==> config.mk <==
export PLATFORM = sky130hd
export DESIGN_NAME = psc_lane
export DESIGN_NICKNAME = d
export VERILOG_FILES = /design/src/rtl/core/psc_pkg.sv /design/src/rtl/core/psc_lane.sv
export SDC_FILE = /design/constraint.sdc
export NUM_CORES = 2
export LEC_CHECK = 0
export BUFFER_PORTS_ARGS = -buffer_cell sky130_fd_sc_hd__buf_2
export CAP_MARGIN = 25
export CORE_UTILIZATION = 60
export CTS_CLUSTER_SIZE = 40
export DETAILED_ROUTE_END_ITERATION = 8
export GPL_TIMING_DRIVEN = 0
export PLACE_DENSITY = 0.8
export SLEW_MARGIN = 20
export SYNTH_ARGS = -nofsm -noshare
export SYNTH_HDL_FRONTEND = slang
export SYNTH_SLANG_ARGS = --single-unit
export TNS_END_PERCENT = 50
==> constraint.sdc <==
create_clock -name clk -period 20.7 [get_ports clk]
set_clock_uncertainty 0.1 [all_clocks]
set_input_delay 4.14 -clock clk [delete_from_list [all_inputs] [get_ports clk]]
set_output_delay 4.14 -clock clk [all_outputs]
set_load 0.02 [all_outputs]
==> src/rtl/core/psc_pkg.sv <==
// ----------------------------------------------------------------------------
// psc_pkg: shared constants and types for the plane side classifier
// Object kinds, side codes, configuration register indexes, default widths
// and the control struct that the top level hands to the merge stage.
// ----------------------------------------------------------------------------
`default_nettype none

package psc_pkg;

  // default field widths
  localparam int COORD_BITS_DEF       = 24;
  localparam int NORMAL_FRAC_BITS_DEF = 14;
  localparam int TOL_BITS             = 16;
  localparam int KIND_BITS            = 2;
  localparam int SIDE_BITS            = 2;
  localparam int CFG_INDEX_BITS       = 3;
  localparam int OUT_DATA_BITS        = 8;
  localparam int NUM_AXES             = 3;

  // object kinds
  localparam logic [KIND_BITS-1:0] KIND_POINT  = 2'd0;
  localparam logic [KIND_BITS-1:0] KIND_SPHERE = 2'd1;
  localparam logic [KIND_BITS-1:0] KIND_BOX    = 2'd2;

  // classification codes
  localparam logic [SIDE_BITS-1:0] SIDE_FRONT  = 2'd0;
  localparam logic [SIDE_BITS-1:0] SIDE_BEHIND = 2'd1;
  localparam logic [SIDE_BITS-1:0] SIDE_ON     = 2'd2;

  // configuration register indexes
  localparam logic [CFG_INDEX_BITS-1:0] REG_NORMAL_X  = 3'd0;
  localparam logic [CFG_INDEX_BITS-1:0] REG_NORMAL_Y  = 3'd1;
  localparam logic [CFG_INDEX_BITS-1:0] REG_NORMAL_Z  = 3'd2;
  localparam logic [CFG_INDEX_BITS-1:0] REG_OFFSET    = 3'd3;
  localparam logic [CFG_INDEX_BITS-1:0] REG_TOLERANCE = 3'd4;

  // load enables for the two merge registers
  typedef struct packed {
    logic sum_en;
    logic cmp_en;
  } merge_ctl_t;

endpackage

`default_nettype wire

==> src/rtl/core/psc_lane.sv <==
// ----------------------------------------------------------------------------
// psc_lane: one axis lane of the plane side classifier
// For boxes, picks the corner coordinates by the sign of the normal component and
// forms the minimum and maximum projection products, registered.
// ----------------------------------------------------------------------------
`default_nettype none

module psc_lane #(
  parameter int COORD_BITS       = psc_pkg::COORD_BITS_DEF,
  parameter int NORMAL_FRAC_BITS = psc_pkg::NORMAL_FRAC_BITS_DEF
) (
  input  logic                                        clk,
  input  logic                                        en,
  input  logic [psc_pkg::KIND_BITS-1:0]               kind,
  input  logic signed [NORMAL_FRAC_BITS+1:0]          normal,
  input  logic signed [COORD_BITS-1:0]                pos,
  input  logic signed [COORD_BITS-1:0]                far,
  output logic signed [COORD_BITS+NORMAL_FRAC_BITS+1:0] prod_lo,
  output logic signed [COORD_BITS+NORMAL_FRAC_BITS+1:0] prod_hi
);
  import psc_pkg::*;

  localparam int PROD_W = COORD_BITS + NORMAL_FRAC_BITS + 2;

  logic                         swap;
  logic signed [COORD_BITS-1:0] lo_coord;
  logic signed [COORD_BITS-1:0] hi_coord;

  // boxes with a non-positive component take the far corner for the minimum
  assign swap     = (kind == KIND_BOX) && !(normal > 0);
  assign lo_coord = swap ? far : pos;
  assign hi_coord = swap ? pos : far;

  // projection products
  always_ff @(posedge clk) begin
    if (en) begin
      prod_lo <= PROD_W'(normal) * PROD_W'(lo_coord);
      prod_hi <= PROD_W'(normal) * PROD_W'(hi_coord);
    end
  end

endmodule

`default_nettype wire

==> impl_metrics.json <==
{
  "final_net_count": 4420,
  "syn_area_um2": 30480,
  "syn_nets": 4260,
  "ys_ff_latch": 80,
  "final_common_cell": "inv_1",
  "core_um2": 50170,
  "path_max_fanout": 10,
  "io_buffers": 147,
  "clockBufferDepth": 2,
  "hold_viol_final": 0,
  "critical_path.startpoint_type": "input pin",
  "area_growth_pct": 6.256,
  "grt_pass1_wl_mm": 127.7,
  "yosys_most_used_dff": "edfxtp_1",
  "synth_edf_count": 80,
  "async_reset_ff_frac": 0,
  "die_h_um": 227.4,
  "place_congestion": 0.9976,
  "critPathKind": "in2reg",
  "fin_hold_ws_ns": 4.143,
  "root_buffer": "clkbuf_16",
  "post-cts-setup-buffer-count": 0,
  "grt_max_degree": 51,
  "syn_area_per_cell_um2": 9.384,
  "fmax_mhz": 77.07,
  "path_clk_slew_ns": 0.07,
  "syn_inst": 3248,
  "yosysSeqAreaShare": 0.07882,
  "end_kind": "flop",
  "period_needed_ns": 12.98,
  "synth_area_leaders": "fa_1 49%, inv_1 11%, ha_1 8.0%",
  "setup_tns_ns": 0,
  "final_antenna_net_count": 0,
  "cts_tree": "yes",
  "die_area_um2": 51700,
  "clock_sinks": 80,
  "arrival_ns": 13.03,
  "cts_buffers": 9,
  "period_share": 0.6269,
  "grtUsageTotal": 0.3366,
  "worst-slew-pin-transition_ns": 1.095,
  "hp-class": "in2reg",
  "yosysWarnings": 0,
  "routed_wl_mm": 80.88,
  "fp-row-count": 82,
  "die_x_um": 227.4,
  "avgRoutedWirePerCell_um": 19.78,
  "antenna_found_initial": 4,
  "grt_pass1_vias": 24270,
  "ios": 148,
  "vias_per_cell": 5.592,
  "yosysTopAreaCellShare": 0.4913,
  "start_util": 0.6075,
  "cts_max_level": 3,
  "maxCapViolCount": 0,
  "slew_headroom": 0.2699,
  "outcome": "complete, no violations",
  "setup_viol": 0,
  "layout-drive-gt1-share": 0.06592,
  "post-route-drc-count": 0,
  "first_pass_iters": 6,
  "grt-ovfl-total": 0,
  "cts_resized": 0,
  "critPathRequiredTime_ns": 20.76,
  "grt_setup_unrepaired": "no",
  "yosysTopAreaCell": "fa_1",
  "dpl.hpwl_mm": 67.46,
  "num_vias": 22859,
  "drtIter0Drc": 1770,
  "report.final.slew_viol_count": 0,
  "synth_cell_types": 52,
  "mostFrequentLayoutCells": "862 x inv_1, 748 x fa_1, 456 x nand2_1",
  "cts_hold_buf": 0
}
## worst max-delay path, cell delays in order
cell and delay [ns]:
buf_2 0.18, nor4_1 0.32, a41oi_1 0.15, nor3b_1 0.27, buf_2 0.46, buf_2 0.34
mux2_2 0.44, clkbuf_1 0.56, nand2_1 0.18, fa_1 0.52, fa_1 0.61, fa_1 0.48
fa_1 0.55, inv_1 0.05, fa_1 0.49, fa_1 0.41, ha_1 0.35, a21oi_1 0.23
o21ai_0 0.21, a31oi_1 0.44, a21oi_1 0.23, o21ba_2 0.28, nor4_1 0.58, o311a_1 0.32
a21oi_1 0.10, xnor2_1 0.13
## metal layers
metal | GRT usage | part of all wire | vias to the layer above
met5 | 0 | 0.00042 | -
met2 | 0.5391 | 0.47 | 1243
met1 | 0.4045 | 0.35 | 11538
met4 | 0.1907 | 0.064 | 6
li1 | - | - | 9757
met3 | 0.1040 | 0.12 | 315
## cells by family (layout without fill, tap and decap cells)
logic type      after synthesis  count (layout)  synth area share
compound gates              199             199           0.04314
xor+xnor                     91              91           0.02615
fa+ha+maj                   944             944            0.5718
buf+inv                    1000            1165            0.1233
flops                        80              80           0.07882
mux                          48              48           0.01765
other cells                   0               3                 0
simple gates                886             886            0.1392
## registers in the layout, summed over array words and instances (netlist names)
name	flops
prod_lo	40
prod_hi	40
## final timing paths
| check | startpoint | end | slack (ns) | cells past startpoint |
|---|---|---|---|---|
| worst min-delay path | en | prod_hi[39] | 4.14 | 1 |
| worst max-delay path | normal[13] | prod_hi[39] | 7.72 | 26 |
## final cells by class
type	count	area, µm²
clock buffer	12	236.5
fill	4136	17780
timing repair buffer	149	777.0
clock inverter	4	45.04
multi-input combinational	2168	24320
buffer	138	523.0
inverter	862	3236
tap	672	840.8
sequential	80	2402
antenna	3	7.507
## per-stage QoR
step           worst slack (ns)  cell area (µm²)  cells    util
2_1_floorplan             9.229            30480   3248       -
3_3_place_gp              7.605            32060   4067  0.6389
3_5_place_dp              7.557            32100   4069  0.6398
4_1_cts                   7.975            32380   4085  0.6454
5_1_grt                   7.349            32380   4087  0.6455
6_report                  7.724            32390   4088  0.6455
## synth_stat cells (6+ instances only)
library cell    n
nand2_1       456
fa_1          748
a31oi_1         7
edfxtp_1       80
or2_2           7
o21a_1         12
a21oi_1        64
a21o_1         28
mux2_2         46
nor2_1         62
nand4_1         6
nor3_1          7
o21bai_1       14
inv_1         862
clkbuf_1      134
xnor2_1        71
ha_1          196
and2_1        280
nand3_1        10
nor2b_1        27
a211oi_1        6
o21ai_0        29
nand2b_1       12
and3_1          7
o211ai_1        7
xor2_1         20
Power is not shown: default switching activity piles up to over one toggle a cycle in this logic, so the estimate is an artifact.
