===== src/rtl/core/psc_pkg.sv =====
// ----------------------------------------------------------------------------
// psc_pkg: shared constants and types for the plane side classifier
// Object kinds, side codes, configuration register indexes, default widths
// and the control struct that the top level hands to the merge stage.
// ----------------------------------------------------------------------------
`default_nettype none

package psc_pkg;

  // default field widths
  localparam int COORD_BITS_DEF       = 24;
  localparam int NORMAL_FRAC_BITS_DEF = 14;
  localparam int TOL_BITS             = 16;
  localparam int KIND_BITS            = 2;
  localparam int SIDE_BITS            = 2;
  localparam int CFG_INDEX_BITS       = 3;
  localparam int OUT_DATA_BITS        = 8;
  localparam int NUM_AXES             = 3;

  // object kinds
  localparam logic [KIND_BITS-1:0] KIND_POINT  = 2'd0;
  localparam logic [KIND_BITS-1:0] KIND_SPHERE = 2'd1;
  localparam logic [KIND_BITS-1:0] KIND_BOX    = 2'd2;

  // classification codes
  localparam logic [SIDE_BITS-1:0] SIDE_FRONT  = 2'd0;
  localparam logic [SIDE_BITS-1:0] SIDE_BEHIND = 2'd1;
  localparam logic [SIDE_BITS-1:0] SIDE_ON     = 2'd2;

  // configuration register indexes
  localparam logic [CFG_INDEX_BITS-1:0] REG_NORMAL_X  = 3'd0;
  localparam logic [CFG_INDEX_BITS-1:0] REG_NORMAL_Y  = 3'd1;
  localparam logic [CFG_INDEX_BITS-1:0] REG_NORMAL_Z  = 3'd2;
  localparam logic [CFG_INDEX_BITS-1:0] REG_OFFSET    = 3'd3;
  localparam logic [CFG_INDEX_BITS-1:0] REG_TOLERANCE = 3'd4;

  // load enables for the two merge registers
  typedef struct packed {
    logic sum_en;
    logic cmp_en;
  } merge_ctl_t;

endpackage

`default_nettype wire


===== src/rtl/core/psc_merge.sv =====
// ----------------------------------------------------------------------------
// psc_merge: merging stage of the plane side classifier
// Adds the three lane products and compares the totals against the
// front and behind thresholds to give the side code.
// ----------------------------------------------------------------------------
`default_nettype none

module psc_merge #(
  parameter int COORD_BITS       = psc_pkg::COORD_BITS_DEF,
  parameter int NORMAL_FRAC_BITS = psc_pkg::NORMAL_FRAC_BITS_DEF,
  localparam int PROD_W          = COORD_BITS + NORMAL_FRAC_BITS + 2,
  localparam int CMP_W           = PROD_W + 2
) (
  input  logic                          clk,
  input  psc_pkg::merge_ctl_t           ctl,
  input  logic [psc_pkg::KIND_BITS-1:0] kind,
  input  logic signed [PROD_W-1:0]      prod_lo [psc_pkg::NUM_AXES],
  input  logic signed [PROD_W-1:0]      prod_hi [psc_pkg::NUM_AXES],
  input  logic signed [CMP_W-1:0]       thr_front,
  input  logic signed [CMP_W-1:0]       thr_behind,
  output logic [psc_pkg::SIDE_BITS-1:0] side
);
  import psc_pkg::*;

  logic signed [CMP_W-1:0]  lo_ext [NUM_AXES];
  logic signed [CMP_W-1:0]  hi_ext [NUM_AXES];
  logic signed [CMP_W-1:0]  lo_sum;
  logic signed [CMP_W-1:0]  hi_sum;
  logic signed [CMP_W-1:0]  thr_front_c;
  logic signed [CMP_W-1:0]  thr_behind_c;
  logic [KIND_BITS-1:0]     kind_c;
  logic signed [CMP_W-1:0]  behind_val;
  logic                     strict;
  logic                     is_front;
  logic                     is_behind;
  logic [SIDE_BITS-1:0]     side_next;

  // sign-extend lane products
  always_comb begin
    for (int i = 0; i < NUM_AXES; i++) begin
      lo_ext[i] = {{(CMP_W-PROD_W){prod_lo[i][PROD_W-1]}}, prod_lo[i]};
      hi_ext[i] = {{(CMP_W-PROD_W){prod_hi[i][PROD_W-1]}}, prod_hi[i]};
    end
  end

  // sum stage
  always_ff @(posedge clk) begin
    if (ctl.sum_en) begin
      lo_sum       <= lo_ext[0] + lo_ext[1] + lo_ext[2];
      hi_sum       <= hi_ext[0] + hi_ext[1] + hi_ext[2];
      thr_front_c  <= thr_front;
      thr_behind_c <= thr_behind;
      kind_c       <= kind;
    end
  end

  // compare: points use a strict band, spheres and boxes an inclusive one
  always_comb begin
    strict     = (kind_c == KIND_POINT);
    behind_val = (kind_c == KIND_BOX) ? hi_sum : lo_sum;
    is_front   = strict ? (lo_sum > thr_front_c) : (lo_sum >= thr_front_c);
    is_behind  = strict ? (behind_val < thr_behind_c) : (behind_val <= thr_behind_c);
    if (!((kind_c == KIND_POINT) || (kind_c == KIND_SPHERE) || (kind_c == KIND_BOX))) begin
      side_next = SIDE_ON;
    end else if (is_front) begin
      side_next = SIDE_FRONT;
    end else if (is_behind) begin
      side_next = SIDE_BEHIND;
    end else begin
      side_next = SIDE_ON;
    end
  end

  // output word register
  always_ff @(posedge clk) begin
    if (ctl.cmp_en) begin
      side <= side_next;
    end
  end

endmodule

`default_nettype wire


===== config.mk =====
export PLATFORM = sky130hd
export DESIGN_NAME = psc_merge
export DESIGN_NICKNAME = d
export VERILOG_FILES = /design/src/rtl/core/psc_pkg.sv /design/src/rtl/core/psc_merge.sv
export SDC_FILE = /design/constraint.sdc
export NUM_CORES = 1
export LEC_CHECK = 0
export BUFFER_PORTS_ARGS = -buffer_cell sky130_fd_sc_hd__buf_2
export CAP_MARGIN = 40
export CORE_MARGIN = 4
export CORE_UTILIZATION = 55
export CTS_CLUSTER_SIZE = 12
export DETAILED_ROUTE_END_ITERATION = 10
export PLACE_DENSITY = 0.82
export SYNTH_ARGS = -nofsm -noshare
export SYNTH_HDL_FRONTEND = slang
export SYNTH_SLANG_ARGS = --single-unit

===== constraint.sdc =====
create_clock -name clk -period 4.73 [get_ports clk]
set_input_delay 0 -clock clk [delete_from_list [all_inputs] [get_ports clk]]
set_output_delay 0 -clock clk [all_outputs]
set_load 0.02 [all_outputs]

==> results by group, run 1 <==
Critical path
  • Crit path max fanout: 13
  • Req. time, crit path: 4.91 ns
  • Critical path class: reg -> reg
  • Worst setup EP type: flip-flop
  • Worst r2r path cells: 12
  • Startpoint class of the critical path: flip-flop
  • Critical Path AT: 4.11 ns

Synthesis
  • XOR/XNOR share of the synthesized area: 4.62%
  • YS warnings: 0
  • Synth Area in Simple Gates: 7.93%
  • Synth Area in Compound Gates: 13.6%
  • Mux cell area share after synthesis: 3.64%
  • Mapped Nets: 1714
  • Main combinational cell family by area after synthesis: adder cells
  • EDFF count, synth: 172
  • Seq/Total Area, Yosys: 38.9%
  • Syn Std Cell Area: 13300 µm²
  • Yosys cell types: 55
  • Avg Cell Area, Syn: 11.6 µm²
  • Syn Inst Count: 1139
  • Primary FF master, synth: edfxtp_1
  • Synth Area in Adders: 27.9%
  • Number of synthesized register bits: 172
  • Async set-reset flop share out of synthesis: 0%

STA
  • Period Utilization, post-route: 83.0%
  • RSZ-0062 raised after global routing: false
  • Fin. Hold Viols: 0
  • Relative slew slack: 57.3%
  • Slew at the pin closest to its max-slew limit: 0.635 ns
  • Max Freq: 0.255 GHz
  • Endpoints failing setup: 0
  • Fin Setup TNS: 0 ns
  • Final Critical Period: 3.93 ns
  • Worst Hold Slack: 0.0204 ns
  • Clk_skew: 0.00543 ns
  • Max-slew violations: 0
  • Final Worst Setup Slack: 0.802 ns

Global route
  • Vias in the first global route: 11200
  • Overall Global Routing Usage: 26.7%
  • Congestion Overflow GR: 0
  • Initial antenna violation count: 4
  • First-pass GRT wire length: 55400 µm
  • Pin count of the biggest net entering global routing: 102

Drt
  • DRT iter0 DRCs: 879
  • DRC viols: 0
  • Post-DR wirelength/cell: 18.9 µm
  • Via density: 5.62
  • Final WL: 36000 µm
  • DRT Pass-1 Iters: 5
  • Vias: 10700
  • Antenna Nets Post-Route: 0

Clock network
  • Clock transition at the registers of the reported paths: 0.07 ns
  • CTS Hold Buffers Added: 87
  • TritonCTS clock tree: yes
  • Max clock buf depth: 2
  • TritonCTS Buffers: 17
  • Root Buffer: clkbuf_16
  • # H-tree levels: 4
  • Clock Latency Late Sink: 0.43 ns
  • Post-CTS sizing: 0
  • CTS Sinks: 172
  • Post-CTS Setup Inserts: 0

Floorplanning
  • Die Area: 26700 µm²
  • Die W: 163 µm
  • Row count: 56
  • Core Box Area: 23600 µm²
  • Die H: 163 µm
  • # IOs: 331
  • Initial core utilization: 56.2%

Finish
  • Share of layout cells above drive strength 1: 26.5%
  • Syn-to-layout area delta: 27.0%
  • Design area: 16800 µm²
  • Fin cells: 1909
  • Fillers: 1680
  • Fin nets: 2150

Pwr
  • Sw Share: 35.0%
  • Internal power: 4.00 mW
  • Clock Power Share: 22.9%
  • P per Cell Area: 366 nW/µm²
  • Sw power: 2.16 mW
  • Max IR drop VDD: 0.274 mV
  • Combinational share of power: 40.7%
  • Sequential power share: 36.4%
  • Leakage power: 7.73 nW

Hold path
  • Hold Path Cell Cnt: 3
  • Worst Hold Class: in -> reg

Place
  • Post-DP HPWL: 28300 µm
  • Pre-CTS setup slack: 0.788 ns
  • Dpl cells: 1788
  • Routability cong.: 0.926
  • IO Port Bufs: 330
  • Area after DPL: 15400 µm²

Run status
  • Status: finished clean

Flow run
  • Max-cap violations: 0
[synthesized netlist by cell type, types with 10 or more instances]
master    instances  area share [%]
nor2b_1          19            0.90
a211oi_1         13            0.74
nand4_1          22             1.0
o21ai_0          52             2.0
nand2_1          43             1.2
xor2_1           24             1.6
mux2_2           42             3.6
a21oi_1          89             3.4
nand3_1          17            0.64
nor3_1           10            0.38
xnor2_1          46             3.0
ha_1            164              15
fa_1             82              12
nor2_1           50             1.4
a21o_1           52             2.9
inv_1           114             3.2
edfxtp_1        172              39
and3_1           16            0.75
nand2b_1         10            0.47
[stage by stage]
| step | util [%] | power (mW) |
|---|---|---|
| 2_1_floorplan | - | 3.85 |
| 3_3_place_gp | 65.0 | 4.56 |
| 3_5_place_dp | 65.1 | 4.65 |
| 4_1_cts | 71.3 | 6.15 |
| 5_1_grt | 71.3 | 6.56 |
| 6_report | 71.3 | 6.16 |
[state kept, by name, indices dropped and copies added (netlist names)]
name and cells:
hi_sum 42, kind_c 2, lo_sum 42, side 2
thr_behind_c 42, thr_front_c 42
[final cells by class]
class / instances / area (µm²) / area share (%)
multi-input combinational: 846 / 7650 / 45.4
sequential: 172 / 5160 / 30.7
timing repair buffer: 424 / 2600 / 15.4
inverter: 114 / 428 / 2.54
clock buffer: 17 / 425 / 2.53
tap: 319 / 399 / 2.37
clock inverter: 15 / 166 / 0.988
antenna: 2 / 5.00 / 0.0297
[cells by family after synthesis]
| group | Yosys count |
|---|---|
| compound gates | 279 |
| xor+xnor | 70 |
| fa+ha+maj | 246 |
| buf+inv | 121 |
| flops | 172 |
| mux | 43 |
| simple gates | 208 |
[worst max-delay path: stages, from the launching register on]
cell,delay [ns]
edfxtp_1,0.48
nor2b_4,0.39
buf_4,0.30
mux2_2,0.37
ha_1,0.30
a21o_1,0.19
nand3_1,0.08
a21oi_1,0.07
a2111oi_0,0.50
o21ai_0,0.22
a221oi_1,0.36
xor2_1,0.15
a32o_1,0.26
[final timing paths]
kind          endpoint  slack, ns   startpoint
max            side[1]       0.80    kind_c[0]
min          hi_sum[1]       0.02  prod_hi[81]
max reg2reg    side[1]       0.80    kind_c[0]
min reg2reg    side[1]       0.69    kind_c[1]
[routing by layer]
layer	GRT usage [%]	part of all wire (%)	wire [µm]
met2	47.5	51	18400
met1	34.0	40	14300
met3	3.76	6.5	2350
met4	8.16	2.6	952
met5	0	0.036	13
[placed cells by master, fill, tap and decap left out, drive strengths merged, types with 42 or more instances in the layout]
cell | synthesis | layout
a21oi | 91 | 91
nor2 | 50 | 50
mux2 | 42 | 42
buf | 0 | 337
inv | 114 | 124
ha | 164 | 164
nand2 | 43 | 43
dlygate4sd3 | 0 | 87
a21o | 52 | 52
o21ai | 52 | 52
edfxtp | 172 | 172
xnor2 | 46 | 46
fa | 82 | 82
[power by group through the flow]
stage / Clock, mW / Sequential (mW) / Combinational (mW)
finish: 1.41 / 2.24 / 2.51
global route: 1.50 / 2.26 / 2.80
CTS: 1.43 / 2.24 / 2.48
detailed placement: 0 / 2.27 / 2.39
global placement: 0 / 2.26 / 2.30
floorplan: 0 / 2.18 / 1.67
Note: power is estimated with default switching activity, not from simulation.
==> run 2, diff against run 1 <==
--- a/config.mk
+++ b/config.mk
@@ -8,10 +8,10 @@
 export BUFFER_PORTS_ARGS = -buffer_cell sky130_fd_sc_hd__buf_2
 export CAP_MARGIN = 40
 export CORE_MARGIN = 4
-export CORE_UTILIZATION = 55
+export CORE_UTILIZATION = 50
 export CTS_CLUSTER_SIZE = 12
 export DETAILED_ROUTE_END_ITERATION = 10
-export PLACE_DENSITY = 0.82
+export PLACE_DENSITY = 0.79
 export SYNTH_ARGS = -nofsm -noshare
 export SYNTH_HDL_FRONTEND = slang
 export SYNTH_SLANG_ARGS = --single-unit
==> constraint.sdc (replaced) <==
create_clock -name clk -period 3.35 [get_ports clk]
set_input_delay 0 -clock clk [delete_from_list [all_inputs] [get_ports clk]]
set_output_delay 0 -clock clk [all_outputs]
set_load 0.02 [all_outputs]
==> results by group, run 2 (synthesis gave the netlist of run 1 again) <==
Floorplanning
  • Die W: 171 µm (was 163 µm)
  • Initial core utilization: 50.9% (was 56.2%)
  • Die Area: 29200 µm² (was 26700 µm²)
  • Die H: 171 µm (was 163 µm)
  • Row count: 59 (was 56)
  • Core Box Area: 26100 µm² (was 23600 µm²)
  • # IOs: 331 (unchanged)

Finish
  • Core Util, Final: 67.6% (was 71.3%)
  • Commonest cells after routing, fill and taps aside: buf_2 (329), edfxtp_1 (172), ha_1 (144) (was buf_2 (329), edfxtp_1 (172), ha_1 (164))
  • Fillers: 1855 (was 1680)
  • Fin nets: 2211 (was 2150)
  • Commonest non-fill, non-tap cell in the layout: buf_2 (unchanged)
  • Share of layout cells above drive strength 1: 31.1% (was 26.5%)
  • Syn-to-layout area delta: 32.8% (was 27.0%)

Clock network
  • # H-tree levels: 4 (unchanged)
  • TritonCTS clock tree: yes (unchanged)
  • Clock Latency Late Sink: 0.44 ns (was 0.43 ns)
  • Clock transition at the registers of the reported paths: 0.07 ns (about the same)
  • Max clock buf depth: 2 (unchanged)
  • TritonCTS Buffers: 17 (unchanged)
  • CTS Sinks: 172 (unchanged)
  • Root Buffer: clkbuf_16 (unchanged)

STA
  • Fin. Hold Viols: 0 (unchanged)
  • Final Critical Period: 3.29 ns
  • Clk_skew: 0.00806 ns (was 0.00543 ns)
  • Period Utilization, post-route: 98.2%
  • Max-slew violations: 0 (unchanged)
  • Max Freq: 0.304 GHz
  • Relative slew slack: 46.2% (was 57.3%)
  • Slew at the pin closest to its max-slew limit: 0.807 ns (was 0.635 ns)
  • Endpoints failing setup: 0 (unchanged)
  • Worst Hold Slack: 0.0657 ns (was 0.0204 ns)

Pwr
  • Leakage power: 8.02 nW (was 7.73 nW)
  • Max IR drop VDD: 0.341 mV (was 0.274 mV)
  • P per Cell Area: 514 nW/µm² (was 366 nW/µm²)

Critical path
  • Terminus of the critical flop-to-flop path: side[1] (unchanged)
  • Worst setup EP type: flip-flop (unchanged)
  • Req. time, crit path: 3.54 ns (was 4.91 ns)
  • Max stage delay cell, worst path: fa_1 (was a2111oi_0)
  • Critical Path AT: 3.48 ns (was 4.11 ns)
  • Startpoint class of the critical path: input pin (was flip-flop)
  • Worst r2r path cells: 13 (was 12)
  • Crit path max fanout: 3 (was 13)
  • Largest stage delay, worst path: 0.47 ns (was 0.50 ns)
  • R2R Path Start: kind_c[0] (unchanged)
  • R2r setup slk: 0.07 ns (was 0.80 ns)
  • CP dominant cell by count: buf_4
  • Cell Chain, Critical Path: buf_2 > fa_1 > ha_1 > buf_4 > nand3_1 > a211oi_1 > or3_1 > a31oi_1 > buf_4 > o21ai_0 > a21boi_0 > o311ai_0 > a21oi_1 > xnor2_1 (was nor2b_4 > buf_4 > mux2_2 > ha_1 > a21o_1 > nand3_1 > a21oi_1 > a2111oi_0 > o21ai_0 > a221oi_1 > xor2_1 > a32o_1)
  • Critical path class: in -> reg (was reg -> reg)

Place
  • Routability cong.: 0.902 (was 0.926)
  • Post-DP HPWL: 29100 µm (was 28300 µm)
  • IO Port Bufs: 330 (unchanged)

Global route
  • Overall Global Routing Usage: 24.4% (was 26.7%)
  • Congestion Overflow GR: 0 (unchanged)
  • First-pass GRT wire length: 55400 µm (about the same)
  • Initial antenna violation count: 4 (unchanged)
  • Vias in the first global route: 11200 (about the same)
  • Pin count of the biggest net entering global routing: 90 (was 102)

Drt
  • Post-DR wirelength/cell: 18.9 µm (about the same)
  • Via density: 5.52 (was 5.62)
  • Final WL: 37500 µm (was 36000 µm)
  • Vias: 11000 (was 10700)
  • DRT iter0 DRCs: 711 (was 879)
  • DRT Pass-1 Iters: 5 (unchanged)
  • Antenna Nets Post-Route: 0 (unchanged)
  • DRC viols: 0 (unchanged)

Run status
  • Status: finished clean (unchanged)

Hold path
  • WHS Endpoint: hi_sum[1] (unchanged)
  • Hold Crit Start: prod_hi[81] (unchanged)
  • Worst Hold Class: in -> reg (unchanged)
  • Hold Path Cell Cnt: 3 (unchanged)

Flow run
  • Max-cap violations: 0 (unchanged)
run 2: cell count changes in the layout (fill, tap and decap cells not counted), sizes merged:
| cell | delta |
|---|---|
| clkbuf | +1 |
| clkinvlp | +2 |
| inv | -6 |
| diode | +2 |
| clkinv | +2 |
| buf | +60 |
run 2: layout make-up:
class                   count  area, µm²  area share [%]
multi-input cells         846       7960            45.2
flip-flops and latches    172       5160            29.3
repair buffers            485       3080            17.5
inverters                 114        428            2.43
clock buffers              17        425            2.42
well taps                 335        419            2.38
clock inverters            13        118           0.668
diodes                      4       10.0          0.0568
run 2: worst max-delay path by stage:
stage | start | to | slack, ns | cells past startpoint
floorplan | kind_c[0] | side[1] | -0.02 | 13
global placement | prod_lo[1] | lo_sum[35] | -0.37 | 13
detailed placement | prod_lo[1] | lo_sum[35] | -0.44 | 13
CTS | prod_lo[1] | lo_sum[35] | 0.002 | 13
global route | prod_lo[3] | lo_sum[34] | -0.14 | 14
finish | prod_lo[3] | lo_sum[34] | 0.06 | 14
run 2: per-layer routing:
metal | vias to the layer above | GRT usage (%) | wire, µm
met5 | - | 0 | 0
met4 | 0 | 9.99 | 1280
met3 | 92 | 2.40 | 2160
met2 | 449 | 42.4 | 19000
met1 | 5232 | 31.3 | 15100
li1 | 5198 | - | -
run 2: worst max-delay path: cells and delay by family:
kind	cells	cell delay (ns)
simple gates	2	0.34
fa+ha+maj	2	0.85
buf+inv	3	0.44
xor+xnor	1	0.15
compound gates	6	1.71
run 2: power by group:
group / switching, mW / internal [mW] / leakage, nW
combinational: 2.08 / 1.92 / 6.08
sequential: 0.216 / 2.94 / 1.68
clock: 0.874 / 1.02 / 0.257
run 2: through the flow:
step | area [µm²] | setup slack, ns | cells | TNS (ns) | total power [mW]
final | 17600 | 0.0614 | 1986 | 0 | 9.05
after CTS | 17200 | 0.00179 | 1975 | 0 | 8.78
after global placement | 15800 | -0.366 | 1854 | -3.87 | 6.65
after floorplan | 13300 | -0.0248 | 1139 | -0.0347 | 5.44
after global routing | 17600 | -0.141 | 1986 | -0.249 | 9.61
after detailed placement | 15800 | -0.443 | 1854 | -5.38 | 6.77
run 2: timing repair:
item                                    CTS  global route
hold buffers                             87             0
buffers inserted                          4             6
resized for setup                         4            45
endpoints found under the hold margin    88             0
endpoints found under the setup margin    2             9
gates cloned                              0             1
pin swaps                                 1            13
==> run 3, diff against run 2 <==
--- a/config.mk
+++ b/config.mk
@@ -11,7 +11,7 @@
 export CORE_UTILIZATION = 50
 export CTS_CLUSTER_SIZE = 12
 export DETAILED_ROUTE_END_ITERATION = 10
-export PLACE_DENSITY = 0.79
+export PLACE_DENSITY_LB_ADDON = 0.3
 export SYNTH_ARGS = -nofsm -noshare
 export SYNTH_HDL_FRONTEND = slang
 export SYNTH_SLANG_ARGS = --single-unit
==> results by group, run 3 (synthesis gave the netlist of run 1 again) <==
Drt
  • Via density: 5.35 (was 5.52)
  • Final WL: 36200 µm (was 37500 µm)
  • DRC viols: 0 (unchanged)
  • Antenna Nets Post-Route: 0 (unchanged)
  • DRT iter0 DRCs: 625 (was 711)
  • DRT Pass-1 Iters: 5 (unchanged)
  • Vias: 10700 (was 11000)
  • Post-DR wirelength/cell: 18.1 µm (was 18.9 µm)

Finish
  • Fillers: 1985 (was 1855)
  • Fin cells: 1994 (was 1986)
  • Design area: 17600 µm² (about the same)
  • Share of layout cells above drive strength 1: 31.0% (was 31.1%)
  • Commonest non-fill, non-tap cell in the layout: buf_2 (unchanged)
  • Syn-to-layout area delta: 32.8% (about the same)
  • Commonest cells after routing, fill and taps aside: buf_2 (329), edfxtp_1 (172), ha_1 (154) (was buf_2 (329), edfxtp_1 (172), ha_1 (144))
  • Core Util, Final: 67.6% (about the same)
  • Sequential cell area: 5160 µm² (unchanged)
  • Fin nets: 2219 (was 2211)
  • Multi-input logic area: 7860 µm² (was 7960 µm²)

Place
  • Area after DPL: 15900 µm² (was 15800 µm²)
  • IO Port Bufs: 330 (unchanged)
  • Routability cong.: 0.889 (was 0.902)
  • Post-DP HPWL: 28600 µm (was 29100 µm)
  • Dpl cells: 1866 (was 1854)
  • Pre-CTS setup slack: -0.456 ns (was -0.443 ns)

Clock network
  • Max clock buf depth: 2 (unchanged)
  • Root Buffer: clkbuf_16 (unchanged)
  • Clock Latency Late Sink: 0.43 ns (was 0.44 ns)
  • # H-tree levels: 4 (unchanged)
  • TritonCTS Buffers: 17 (unchanged)
  • Clock transition at the registers of the reported paths: 0.07 ns (about the same)
  • CTS Sinks: 172 (unchanged)
  • TritonCTS clock tree: yes (unchanged)

Critical path
  • Top delay family on crit path: compound AO/OA/AOI/OAI gates (unchanged)
  • Cell Chain, Critical Path: nor2b_4 > buf_12 > buf_12 > mux2_4 > ha_4 > nor2b_4 > o21ai_2 > nand2b_1 > a21oi_2 > o211ai_1 > a311o_1 > a221oi_2 > xor2_1 > a32o_2 (was buf_2 > fa_1 > ha_1 > buf_4 > nand3_1 > a211oi_1 > or3_1 > a31oi_1 > buf_4 > o21ai_0 > a21boi_0 > o311ai_0 > a21oi_1 > xnor2_1)
  • Worst setup EP type: flip-flop (unchanged)
  • CP Buf/Inv Count: 2 (was 3)
  • Req. time, crit path: 3.53 ns (was 3.54 ns)
  • Max stage delay cell, worst path: edfxtp_1 (was fa_1)
  • Largest stage delay, worst path: 0.44 ns (was 0.47 ns)
  • Critical path class: reg -> reg (was in -> reg)
  • Crit path max fanout: 8 (was 3)
  • Startpoint class of the critical path: flip-flop (was input pin)
  • Critical Path AT: 3.52 ns (was 3.48 ns)

Run status
  • Status: finished clean (unchanged)

Global route
  • Vias in the first global route: 11000 (was 11200)
  • Met1 Track Usage GR: 31.5% (was 31.3%)
  • Initial antenna violation count: 3 (was 4)
  • Met3 Resource Use GR: 3.28% (was 2.40%)
  • Pin count of the biggest net entering global routing: 85 (was 90)
  • First-pass GRT wire length: 54600 µm (was 55400 µm)
  • Most Crowded Layer GR: met2 (unchanged)
  • Met2 Use GR: 42.5% (was 42.4%)
  • Congestion Overflow GR: 0 (unchanged)
  • Overall Global Routing Usage: 24.1% (was 24.4%)

STA
  • Fin. Hold Viols: 0 (unchanged)
  • Worst Hold Slack: 0.0214 ns (was 0.0657 ns)
  • Relative slew slack: 46.0% (was 46.2%)
  • Clk_skew: 0.00631 ns (was 0.00806 ns)
  • Max Freq: 0.300 GHz (was 0.304 GHz)
  • RSZ-0062 raised after global routing: true
  • Max-slew violations: 0 (unchanged)
  • Period Utilization, post-route: 99.5% (was 98.2%)
  • Slew at the pin closest to its max-slew limit: 0.810 ns (was 0.807 ns)
  • Endpoints failing setup: 0 (unchanged)
  • Final Critical Period: 3.33 ns (was 3.29 ns)
  • Final Worst Setup Slack: 0.0156 ns (was 0.0614 ns)

Pwr
  • Leakage power: 8.10 nW (was 8.02 nW)
  • Max IR drop VDD: 0.434 mV (was 0.341 mV)
  • P per Cell Area: 515 nW/µm² (was 514 nW/µm²)

Floorplanning
  • Row count: 59 (unchanged)
  • # IOs: 331 (unchanged)
  • Die Area: 29200 µm² (unchanged)
  • Initial core utilization: 50.9% (unchanged)
  • Core Box Area: 26100 µm² (unchanged)
  • Die H: 171 µm (unchanged)
  • Die W: 171 µm (unchanged)

Hold path
  • Worst Hold Class: in -> reg (unchanged)

Flow run
  • Max-cap violations: 0 (unchanged)
==> run 3: metrics by stage <==
stage	power, mW	setup TNS (ns)
2_1_floorplan	5.44	-0.0347
3_3_place_gp	6.72	-5.26
3_5_place_dp	6.81	-6.64
4_1_cts	8.94	0
5_1_grt	9.66	-0.124
6_report	9.07	0
==> run 3: final timing paths <==
path / from / endpoint / slack, ns / cells after the start
hold / removal: prod_hi[81] / hi_sum[1] / 0.02 / 3
setup / recovery: kind_c[0] / side[1] / 0.02 / 14
setup reg to reg: kind_c[0] / side[1] / 0.02 / 14
hold reg to reg: kind_c[1] / side[1] / 0.73 / 2
==> run 3: routing by layer <==
metal	wire length, µm	part of all wire, %
met1	15300	42
met2	18300	51
met3	1850	5.1
met4	664	1.8
met5	0	0
==> run 3: cell type report <==
type | count | share of cell area (%)
multi-input combinational | 846 | 44.6
sequential | 172 | 29.3
antenna | 2 | 0.0284
clock inverter | 15 | 0.909
clock buffer | 17 | 2.42
tap | 335 | 2.38
inverter | 114 | 2.43
timing repair buffer | 493 | 17.9
==> run 3: worst register-to-register path: cells and delay by family (launching register included) <==
family	cells	cell delay, ns
DFF	1	0.44
AOI/OAI and AO/OA	6	1.29
muxes	1	0.33
and+or+nand+nor	3	0.39
buffers and inverters	2	0.27
xor gates and xnor gates	1	0.13
adders and majority gates	1	0.24
==> run 3: power by group <==
group / total [mW] / switching, mW / internal, mW
sequential: 3.17 / 0.224 / 2.94
combinational: 3.90 / 1.98 / 1.92
clock: 2.00 / 0.888 / 1.11
total: 9.07 / 3.09 / 5.98
==> run 3: what timing repair did <==
action | in CTS | in global routing
hold buffers | 87 | 0
endpoints found under the hold margin | 88 | 0
gates resized for setup | 10 | 30
setup endpoints to repair | 3 | 8
pin swaps | 5 | 13
buffers inserted | 4 | 4
